==> src/hw/rtl/ptd_pkg.sv <==
`default_nettype none
package ptd_pkg;

  // task table size
  localparam int MAX_TASKS = 8;
  localparam int IDX_W = (MAX_TASKS > 1) ? $clog2(MAX_TASKS) : 1;
  localparam int CNT_W = $clog2(MAX_TASKS + 1);

  // interrupt sources, in dispatch order
  localparam int IRQ_N = 6;

  // request codes
  localparam logic [2:0] REQ_SCAN      = 3'd0;
  localparam logic [2:0] REQ_ADD       = 3'd1;
  localparam logic [2:0] REQ_RAISE_IRQ = 3'd2;
  localparam logic [2:0] REQ_RAISE_EVT = 3'd3;
  localparam logic [2:0] REQ_WAIT      = 3'd4;

  // result kinds
  localparam logic [2:0] KIND_IRQ   = 3'd0;
  localparam logic [2:0] KIND_TASK  = 3'd1;
  localparam logic [2:0] KIND_DONE  = 3'd2;
  localparam logic [2:0] KIND_ADD   = 3'd3;
  localparam logic [2:0] KIND_WAIT  = 3'd4;
  localparam logic [2:0] KIND_RAISE = 3'd5;

  // write request into the task table
  typedef struct packed {
    logic             we_period;
    logic             we_last;
    logic [IDX_W-1:0] idx;
    logic [31:0]      period;
    logic [31:0]      last_fire;
  } tbl_wr_t;

endpackage
`default_nettype wire

==> src/hw/rtl/ptd_if.sv <==
`default_nettype none
interface ptd_req_if;
  logic        valid;
  logic        ready;
  logic [2:0]  req_type;
  logic [31:0] time_value;
  logic [31:0] period;
  logic [7:0]  flag_bits;

  modport source (output valid, req_type, time_value, period, flag_bits, input ready);
  modport sink (input valid, req_type, time_value, period, flag_bits, output ready);
endinterface

interface ptd_rsp_if;
  logic       valid;
  logic       ready;
  logic [2:0] kind;
  logic [2:0] which;
  logic       ok;
  logic       last;

  modport source (output valid, kind, which, ok, last, input ready);
  modport sink (input valid, kind, which, ok, last, output ready);
endinterface
`default_nettype wire

==> src/hw/rtl/ptd_task_table.sv <==
`default_nettype none
module ptd_task_table (
  input  wire logic                       clk,
  input  wire ptd_pkg::tbl_wr_t           wr,
  input  wire logic [ptd_pkg::IDX_W-1:0]  rd_idx,
  input  wire logic [31:0]                now,
  output logic                            due
);

  logic [31:0] period_mem [ptd_pkg::MAX_TASKS];
  logic [31:0] last_mem   [ptd_pkg::MAX_TASKS];
  logic [31:0] elapsed;

  always_ff @(posedge clk) begin
    if (wr.we_period) begin
      period_mem[wr.idx] <= wr.period;
    end
    if (wr.we_last) begin
      last_mem[wr.idx] <= wr.last_fire;
    end
  end

  // wrapping elapsed time against the period
  assign elapsed = now - last_mem[rd_idx];
  assign due     = (elapsed >= period_mem[rd_idx]);

endmodule
`default_nettype wire

==> src/hw/rtl/periodic_task_dispatcher.sv <==
`default_nettype none
// add, raise and wait are latched on acceptance and answered from the reply
// state through the output register; a scan walks the 6 interrupt slots, then
// one slot per task, then gives its done item.
// a scan holds the block until its done item is loaded, the sequencer
// stepping one source or task per cycle (tasks through the shared elapsed-time
// compare) unless a pending item waits on an rsp stall; idle takes new requests.
// reset: task table empty, pending interrupt and event flags cleared, no item pending
module periodic_task_dispatcher (
  input  wire logic  clk,
  input  wire logic  rst,
  ptd_req_if.sink    req,
  ptd_rsp_if.source  rsp
);

  typedef enum logic [2:0] {
    S_IDLE,
    S_IRQ,
    S_TASK,
    S_DONE,
    S_REPLY
  } state_t;

  localparam logic [2:0] IRQ_LAST = 3'(ptd_pkg::IRQ_N - 1);

  state_t state;

  // latched request
  logic [2:0]  rq_type;
  logic [31:0] rq_time;
  logic [31:0] rq_period;
  logic [7:0]  rq_bits;

  // scheduler state
  logic [ptd_pkg::CNT_W-1:0]  task_count;
  logic [ptd_pkg::IRQ_N-1:0]  pend_irq;
  logic [7:0]                 pend_evt;

  // sequencer position
  logic [2:0]                 irq_idx;
  logic [ptd_pkg::IDX_W-1:0]  tidx;

  // output register
  logic       out_valid;
  logic [2:0] out_kind;
  logic [2:0] out_which;
  logic       out_ok;
  logic       out_last;

  logic             slot_free;
  logic             out_load;
  logic             due;
  logic             room;
  logic             last_task;
  ptd_pkg::tbl_wr_t tbl_wr;

  // the output register takes a new item when empty or being drained
  assign slot_free = !out_valid || rsp.ready;
  assign room      = (task_count < ptd_pkg::CNT_W'(ptd_pkg::MAX_TASKS));
  assign last_task = ((ptd_pkg::CNT_W'(tidx) + ptd_pkg::CNT_W'(1)) == task_count);

  assign req.ready = (state == S_IDLE);
  assign rsp.valid = out_valid;
  assign rsp.kind  = out_kind;
  assign rsp.which = out_which;
  assign rsp.ok    = out_ok;
  assign rsp.last  = out_last;

  // a new item enters the output register this cycle
  always_comb begin
    case (state)
      S_IRQ: begin
        out_load = pend_irq[irq_idx] && slot_free;
      end
      S_TASK: begin
        out_load = due && slot_free;
      end
      S_DONE, S_REPLY: begin
        out_load = slot_free;
      end
      default: begin
        out_load = 1'b0;
      end
    endcase
  end

  // table writes: the add fills a fresh entry, a fired task takes the new time
  always_comb begin
    tbl_wr.we_period = 1'b0;
    tbl_wr.we_last   = 1'b0;
    tbl_wr.idx       = tidx;
    tbl_wr.period    = rq_period;
    tbl_wr.last_fire = rq_time;
    if (state == S_TASK && due && slot_free) begin
      tbl_wr.we_last = 1'b1;
    end else if (state == S_REPLY && slot_free && rq_type == ptd_pkg::REQ_ADD && room) begin
      tbl_wr.we_period = 1'b1;
      tbl_wr.we_last   = 1'b1;
      tbl_wr.idx       = ptd_pkg::IDX_W'(task_count);
    end
  end

  // the shared compare unit: one task entry per cycle, unless a due task waits for the output slot
  ptd_task_table u_table (
    .clk    (clk),
    .wr     (tbl_wr),
    .rd_idx (tidx),
    .now    (rq_time),
    .due    (due)
  );

  always_ff @(posedge clk) begin
    if (rst) begin
      state      <= S_IDLE;
      out_valid  <= 1'b0;
      task_count <= '0;
      pend_irq   <= '0;
      pend_evt   <= '0;
      irq_idx    <= '0;
      tidx       <= '0;
    end else begin
      if (out_load) begin
        out_valid <= 1'b1;
      end else if (rsp.ready) begin
        out_valid <= 1'b0;
      end
      case (state)
        S_IDLE: begin
          if (req.valid) begin
            rq_type   <= req.req_type;
            rq_time   <= req.time_value;
            rq_period <= req.period;
            rq_bits   <= req.flag_bits;
            irq_idx   <= '0;
            tidx      <= '0;
            case (req.req_type)
              ptd_pkg::REQ_SCAN: begin
                state <= S_IRQ;
              end
              ptd_pkg::REQ_ADD, ptd_pkg::REQ_RAISE_IRQ,
              ptd_pkg::REQ_RAISE_EVT, ptd_pkg::REQ_WAIT: begin
                state <= S_REPLY;
              end
              default: begin
                // unused codes: dropped without a result
                state <= S_IDLE;
              end
            endcase
          end
        end
        S_IRQ: begin
          // a pending source waits for the output slot, an idle one is skipped
          if (!pend_irq[irq_idx] || slot_free) begin
            if (pend_irq[irq_idx]) begin
              out_kind           <= ptd_pkg::KIND_IRQ;
              out_which          <= irq_idx;
              out_ok             <= 1'b0;
              out_last           <= 1'b0;
              pend_irq[irq_idx]  <= 1'b0;
            end
            if (irq_idx == IRQ_LAST) begin
              state <= (task_count == '0) ? S_DONE : S_TASK;
            end else begin
              irq_idx <= irq_idx + 3'd1;
            end
          end
        end
        S_TASK: begin
          if (!due || slot_free) begin
            if (due) begin
              out_kind  <= ptd_pkg::KIND_TASK;
              out_which <= 3'(tidx);
              out_ok    <= 1'b0;
              out_last  <= 1'b0;
            end
            if (last_task) begin
              state <= S_DONE;
            end else begin
              tidx <= tidx + ptd_pkg::IDX_W'(1);
            end
          end
        end
        S_DONE: begin
          if (slot_free) begin
            out_kind  <= ptd_pkg::KIND_DONE;
            out_which <= 3'd0;
            out_ok    <= 1'b0;
            out_last  <= 1'b1;
            state     <= S_IDLE;
          end
        end
        S_REPLY: begin
          if (slot_free) begin
            out_which <= 3'd0;
            out_last  <= 1'b1;
            case (rq_type)
              ptd_pkg::REQ_ADD: begin
                out_kind <= ptd_pkg::KIND_ADD;
                out_ok   <= room;
                if (room) begin
                  task_count <= task_count + ptd_pkg::CNT_W'(1);
                end
              end
              ptd_pkg::REQ_RAISE_IRQ: begin
                out_kind <= ptd_pkg::KIND_RAISE;
                out_ok   <= 1'b0;
                // sources above the sixth are dropped
                pend_irq <= pend_irq | rq_bits[ptd_pkg::IRQ_N-1:0];
              end
              ptd_pkg::REQ_RAISE_EVT: begin
                out_kind <= ptd_pkg::KIND_RAISE;
                out_ok   <= 1'b0;
                pend_evt <= pend_evt | rq_bits;
              end
              ptd_pkg::REQ_WAIT: begin
                out_kind <= ptd_pkg::KIND_WAIT;
                // any match clears every requested bit
                if ((pend_evt & rq_bits) != 8'd0) begin
                  pend_evt <= pend_evt & ~rq_bits;
                  out_ok   <= 1'b1;
                end else begin
                  out_ok   <= 1'b0;
                end
              end
              default: begin
                out_kind <= ptd_pkg::KIND_RAISE;
                out_ok   <= 1'b0;
              end
            endcase
            state <= S_IDLE;
          end
        end
        default: begin
          state <= S_IDLE;
        end
      endcase
    end
  end

endmodule
`default_nettype wire
==> src/flat_wrapper.sv <==
// flat-port wrapper written by rule: the top's interface ports become plain ports
module periodic_task_dispatcher_flat 
  (clk, rst, req_valid, req_req_type, req_time_value, req_period, req_flag_bits, req_ready, rsp_valid, rsp_kind, rsp_which, rsp_ok, rsp_last, rsp_ready);
  ptd_req_if req_i ();
  ptd_rsp_if rsp_i ();
  input  wire logic clk;
  input  wire logic rst;
  input wire logic [$bits(req_i.valid)-1:0] req_valid;
  input wire logic [$bits(req_i.req_type)-1:0] req_req_type;
  input wire logic [$bits(req_i.time_value)-1:0] req_time_value;
  input wire logic [$bits(req_i.period)-1:0] req_period;
  input wire logic [$bits(req_i.flag_bits)-1:0] req_flag_bits;
  output wire logic [$bits(req_i.ready)-1:0] req_ready;
  output wire logic [$bits(rsp_i.valid)-1:0] rsp_valid;
  output wire logic [$bits(rsp_i.kind)-1:0] rsp_kind;
  output wire logic [$bits(rsp_i.which)-1:0] rsp_which;
  output wire logic [$bits(rsp_i.ok)-1:0] rsp_ok;
  output wire logic [$bits(rsp_i.last)-1:0] rsp_last;
  input wire logic [$bits(rsp_i.ready)-1:0] rsp_ready;
  assign req_i.valid = req_valid;
  assign req_i.req_type = req_req_type;
  assign req_i.time_value = req_time_value;
  assign req_i.period = req_period;
  assign req_i.flag_bits = req_flag_bits;
  assign req_ready = req_i.ready;
  assign rsp_valid = rsp_i.valid;
  assign rsp_kind = rsp_i.kind;
  assign rsp_which = rsp_i.which;
  assign rsp_ok = rsp_i.ok;
  assign rsp_last = rsp_i.last;
  assign rsp_i.ready = rsp_ready;
  periodic_task_dispatcher u_core (.clk(clk), .rst(rst), .req(req_i), .rsp(rsp_i));
endmodule
==> config.mk <==
export PLATFORM = sky130hd
export DESIGN_NAME = periodic_task_dispatcher_flat
export DESIGN_NICKNAME = d
export VERILOG_FILES = /design/src/hw/rtl/ptd_pkg.sv /design/src/hw/rtl/ptd_if.sv /design/src/hw/rtl/ptd_task_table.sv /design/src/hw/rtl/periodic_task_dispatcher.sv /design/src/flat_wrapper.sv
export SDC_FILE = /design/constraint.sdc
export NUM_CORES = 1
export LEC_CHECK = 0
export ABC_AREA = 1
export BUFFER_PORTS_ARGS = -buffer_cell sky130_fd_sc_hd__buf_2
export CAP_MARGIN = 40
export CORE_MARGIN = 5
export CORE_UTILIZATION = 55
export DETAILED_ROUTE_END_ITERATION = 10
export PLACE_DENSITY = 0.83
export SLEW_MARGIN = 0
export SYNTH_ARGS = -nofsm -noshare
export SYNTH_HDL_FRONTEND = slang
export SYNTH_SLANG_ARGS = --single-unit
==> constraint.sdc <==
create_clock -name clk -period 16.8 [get_ports clk]
set_input_delay 0 -clock clk [delete_from_list [all_inputs] [get_ports clk]]
set_output_delay 0 -clock clk [all_outputs]
set_load 0.01 [all_outputs]
==> results.sh <==
export IMPL_status="finished clean"
export IMPL_crit_fanout=72
export IMPL_post_cts_resized=0
export IMPL_arrival_ps=7710
export IMPL_yosysSeqAreaShare_pct=69.9
export IMPL_io_pins=89
export IMPL_irDropWorstVdd_mv=0.139
export IMPL_vias=18000
export IMPL_root_buffer="clkbuf_16"
export IMPL_h_tree_depth=2
export IMPL_globalRoute_totalOverflow=0
export IMPL_antenna_found_initial=0
export IMPL_num_rows=80
export IMPL_die_x_um=229
export IMPL_power_leakage_uw=0.0105
export IMPL_ys_seq_elements=626
export IMPL_fin_crit_ps=7390
export IMPL_final_nets=2433
export IMPL_cts_sinks=626
export IMPL_place_area_mm2=0.0276
export IMPL_synthXorXnorAreaFrac_pct=1.06
export IMPL_drv_cap=0
export IMPL_cts_setup_buffers=0
export IMPL_die_y_um=229
export IMPL_synth_top_family_by_area="compound AO/OA/AOI/OAI gates"
export IMPL_syn_inst=2138
export IMPL_synth_edf_count=595
export IMPL_setup_tns_ps=0
export IMPL_vias_per_cell=6.11
export IMPL_async_reset_ff_share_pct=0
export IMPL_relSlewSlack_pct=40.6
export IMPL_drt_total_wl_um=65000
export IMPL_finalSetupViolCount=0
export IMPL_finalHoldViolCount=0
export IMPL_core_mm2=0.0476
export IMPL_fmax_mhz=135
export IMPL_drc=0
export IMPL_yosys_mux_area_fraction_pct=0
export IMPL_utilization_pct=64.0
export IMPL_fin_area_mm2=0.0305
export IMPL_rrSetupSlack_ps=9410
export IMPL_finClkSkew_ps=29.8
export IMPL_cts_tree="built"
export IMPL_track_usage_pct=24.2
export IMPL_n_antenna_cell=0
export IMPL_hold_buffers=77
export IMPL_ys_flop_type="edfxtp_1"
export IMPL_drive_above_1_share_pct=11.4
export IMPL_first_pass_iters=5
export IMPL_grt_pass1_wl_um=101000
export IMPL_worst_hold_path_type="in2reg"
export IMPL_maxSlewViolCount=0
export IMPL_worst_pin_slew_ps=892
export IMPL_fill_cells=3338
export IMPL_numCtsBuffers=61
export IMPL_rsz0062_at_grt="false"
export IMPL_period_share_pct=44.0
export IMPL_endpoint_kind="flip-flop"
export IMPL_drt_iter0_drc=2046
export IMPL_syn_nets=2287
export IMPL_avgRoutedWirePerCell_um=22.0
export IMPL_yosysUniqueCellTypes=50
export IMPL_area_growth_pct=15.4
export IMPL_start_util_pct=55.5
export IMPL_detail_route_antenna_nets=0
export IMPL_synth_compound_area_share_pct=13.1
export IMPL_powerDensity_mw_per_mm2=188
export IMPL_grt_max_degree=100
export IMPL_yosys_area_share_simple_pct=9.39
export IMPL_synth_adder_area_share_pct=3.34
export IMPL_layout_area_seq_mm2=0.0185
export IMPL_critPathRequiredTime_ps=17120
export IMPL_placed_cells=2759
export IMPL_cp_start_kind="flip-flop"
export IMPL_port_buffer_count=88
export IMPL_yosys_warnings=0
export IMPL_stdcell_count=2949
export IMPL_multiInputGateArea_mm2=0.00727
export IMPL_cts_clk_slew_worst_paths_ps=60
export IMPL_hpwl_um=38600
export IMPL_grt_pass1_vias=17900
export IMPL_dieArea_mm2=0.0525
export IMPL_syn_avg_cell_area_um2=12.4
export IMPL_gp_congestion=0.975
export IMPL_clock_path_buffers=3
export IMPL_clkLatencyLatePin_ps=630
export IMPL_netlist_area_mm2=0.0264
export IMPL_worst_setup_path_type="reg2reg"
## kinds of logic after synthesis
kind of cell	after synthesis
AOI/OAI and AO/OA	606
xor gates and xnor gates	32
adders and majority gates	70
buffers and inverters	209
DFF	626
and+or+nand+nor	595
## critical path: stages, from the launching register on
cell	delay [ps]
dfxtp_4	520
inv_2	480
buf_16	240
buf_4	590
o21ai_0	280
o221ai_1	270
o21ai_0	220
ha_1	430
a21oi_1	210
a21boi_0	280
o21bai_1	160
a21oi_1	230
inv_1	100
nand4_1	100
nand2_1	60
nand2_1	50
nand2_1	60
ha_1	290
nand2_1	70
nor2_1	140
nand4_1	120
a21oi_1	140
nor2_1	70
nand2_2	160
nand3_1	610
a21oi_4	820
buf_16	240
## synth_stat cells (4+ instances only)
| library cell | number | share of area, % |
|---|---|---|
| nand3_1 | 38 | 0.72 |
| nand4_1 | 22 | 0.52 |
| dfxtp_1 | 31 | 2.3 |
| o22ai_1 | 66 | 1.6 |
| xnor2_1 | 11 | 0.36 |
| o21bai_1 | 7 | 0.20 |
| inv_2 | 10 | 0.14 |
| nor2_1 | 331 | 4.7 |
| buf_1 | 4 | 0.057 |
| edfxtp_1 | 595 | 68 |
| o21ai_0 | 344 | 6.5 |
| nor3_1 | 17 | 0.32 |
| clkbuf_1 | 78 | 1.1 |
| o221ai_1 | 63 | 2.1 |
| nand2_2 | 4 | 0.095 |
| nand3b_1 | 6 | 0.17 |
| buf_2 | 24 | 0.45 |
| xor2_1 | 21 | 0.70 |
| a31oi_1 | 4 | 0.095 |
| a21o_1 | 5 | 0.14 |
| ha_1 | 69 | 3.3 |
| o21ai_1 | 13 | 0.25 |
| nand2_1 | 162 | 2.3 |
| inv_1 | 89 | 1.3 |
| a21oi_1 | 86 | 1.6 |
## sequential cells by signal, indices dropped and copies added, names as in the netlist, named ones only
signal	count
u_core.rq_time	32
u_core.u_table.period_mem	256
u_core.rq_type	3
u_core.rq_period	32
u_core.u_table.last_mem	256
u_core.rsp.last	1
u_core.pend_irq	6
u_core.tidx	3
u_core.rq_bits	8
u_core.rsp.which	3
u_core.rsp.valid	1
u_core.rsp.kind	3
u_core.task_count	4
u_core.rsp.ok	1
u_core.state	3
u_core.irq_idx	3
## report_power, final
part,leakage [uW],total (uW),internal (uW),switching (uW)
Clock,0.00103,1430,843,583
Combinational,0.00390,2360,775,1580
Sequential,0.00562,1960,1830,128
## per-stage QoR
step	hold slack, ps	setup slack, ps	power [uW]
global route	73.4	8950	6100
detailed placement	178	9520	4270
global placement	176	9150	4190
CTS	50.9	9520	5710
finish	77.1	9410	5740
floorplan	69.1	10200	3560
## area by class of cell
type	count	area share [%]
Sequential cell	626	60.7
Multi-Input combinational cell	1303	23.8
Clock buffer	73	5.32
Timing Repair Buffer	192	4.83
Tap cell	615	2.52
Clock inverter	40	1.59
Inverter	100	1.26
## layout by cell type, fill, tap and decap left out, drive strengths merged, types with 7 or more instances in the layout
master and count:
nor2 337, inv 103, o221ai 63, dlygate4sd3 77
a21oi 89, nand3 41, nor3 18, clkbuf 73
nand4 22, nand2 167, o21bai 7, o22ai 66
o21ai 358, bufinv 10, clkinv 23, ha 69
xnor2 11, edfxtp 595, xor2 21, buf 115
dfxtp 31
## metal layers
metal	part of all wire (%)	GRT usage, %
met1	40	32.6
met2	50	41.5
met3	8.0	3.44
met4	2.8	7.54
met5	0	0
## path summary, 6_finish.rpt
check / cells past startpoint / end / from
max reg2reg: 26 / u_core.u_table.last_mem[2][21] / flip-flop
min: 2 / u_core.rq_time[11] / req_time_value[11]
max: 26 / u_core.u_table.last_mem[2][21] / flip-flop
min reg2reg: 2 / flip-flop / flip-flop
Power figures use the tool's default switching activity.
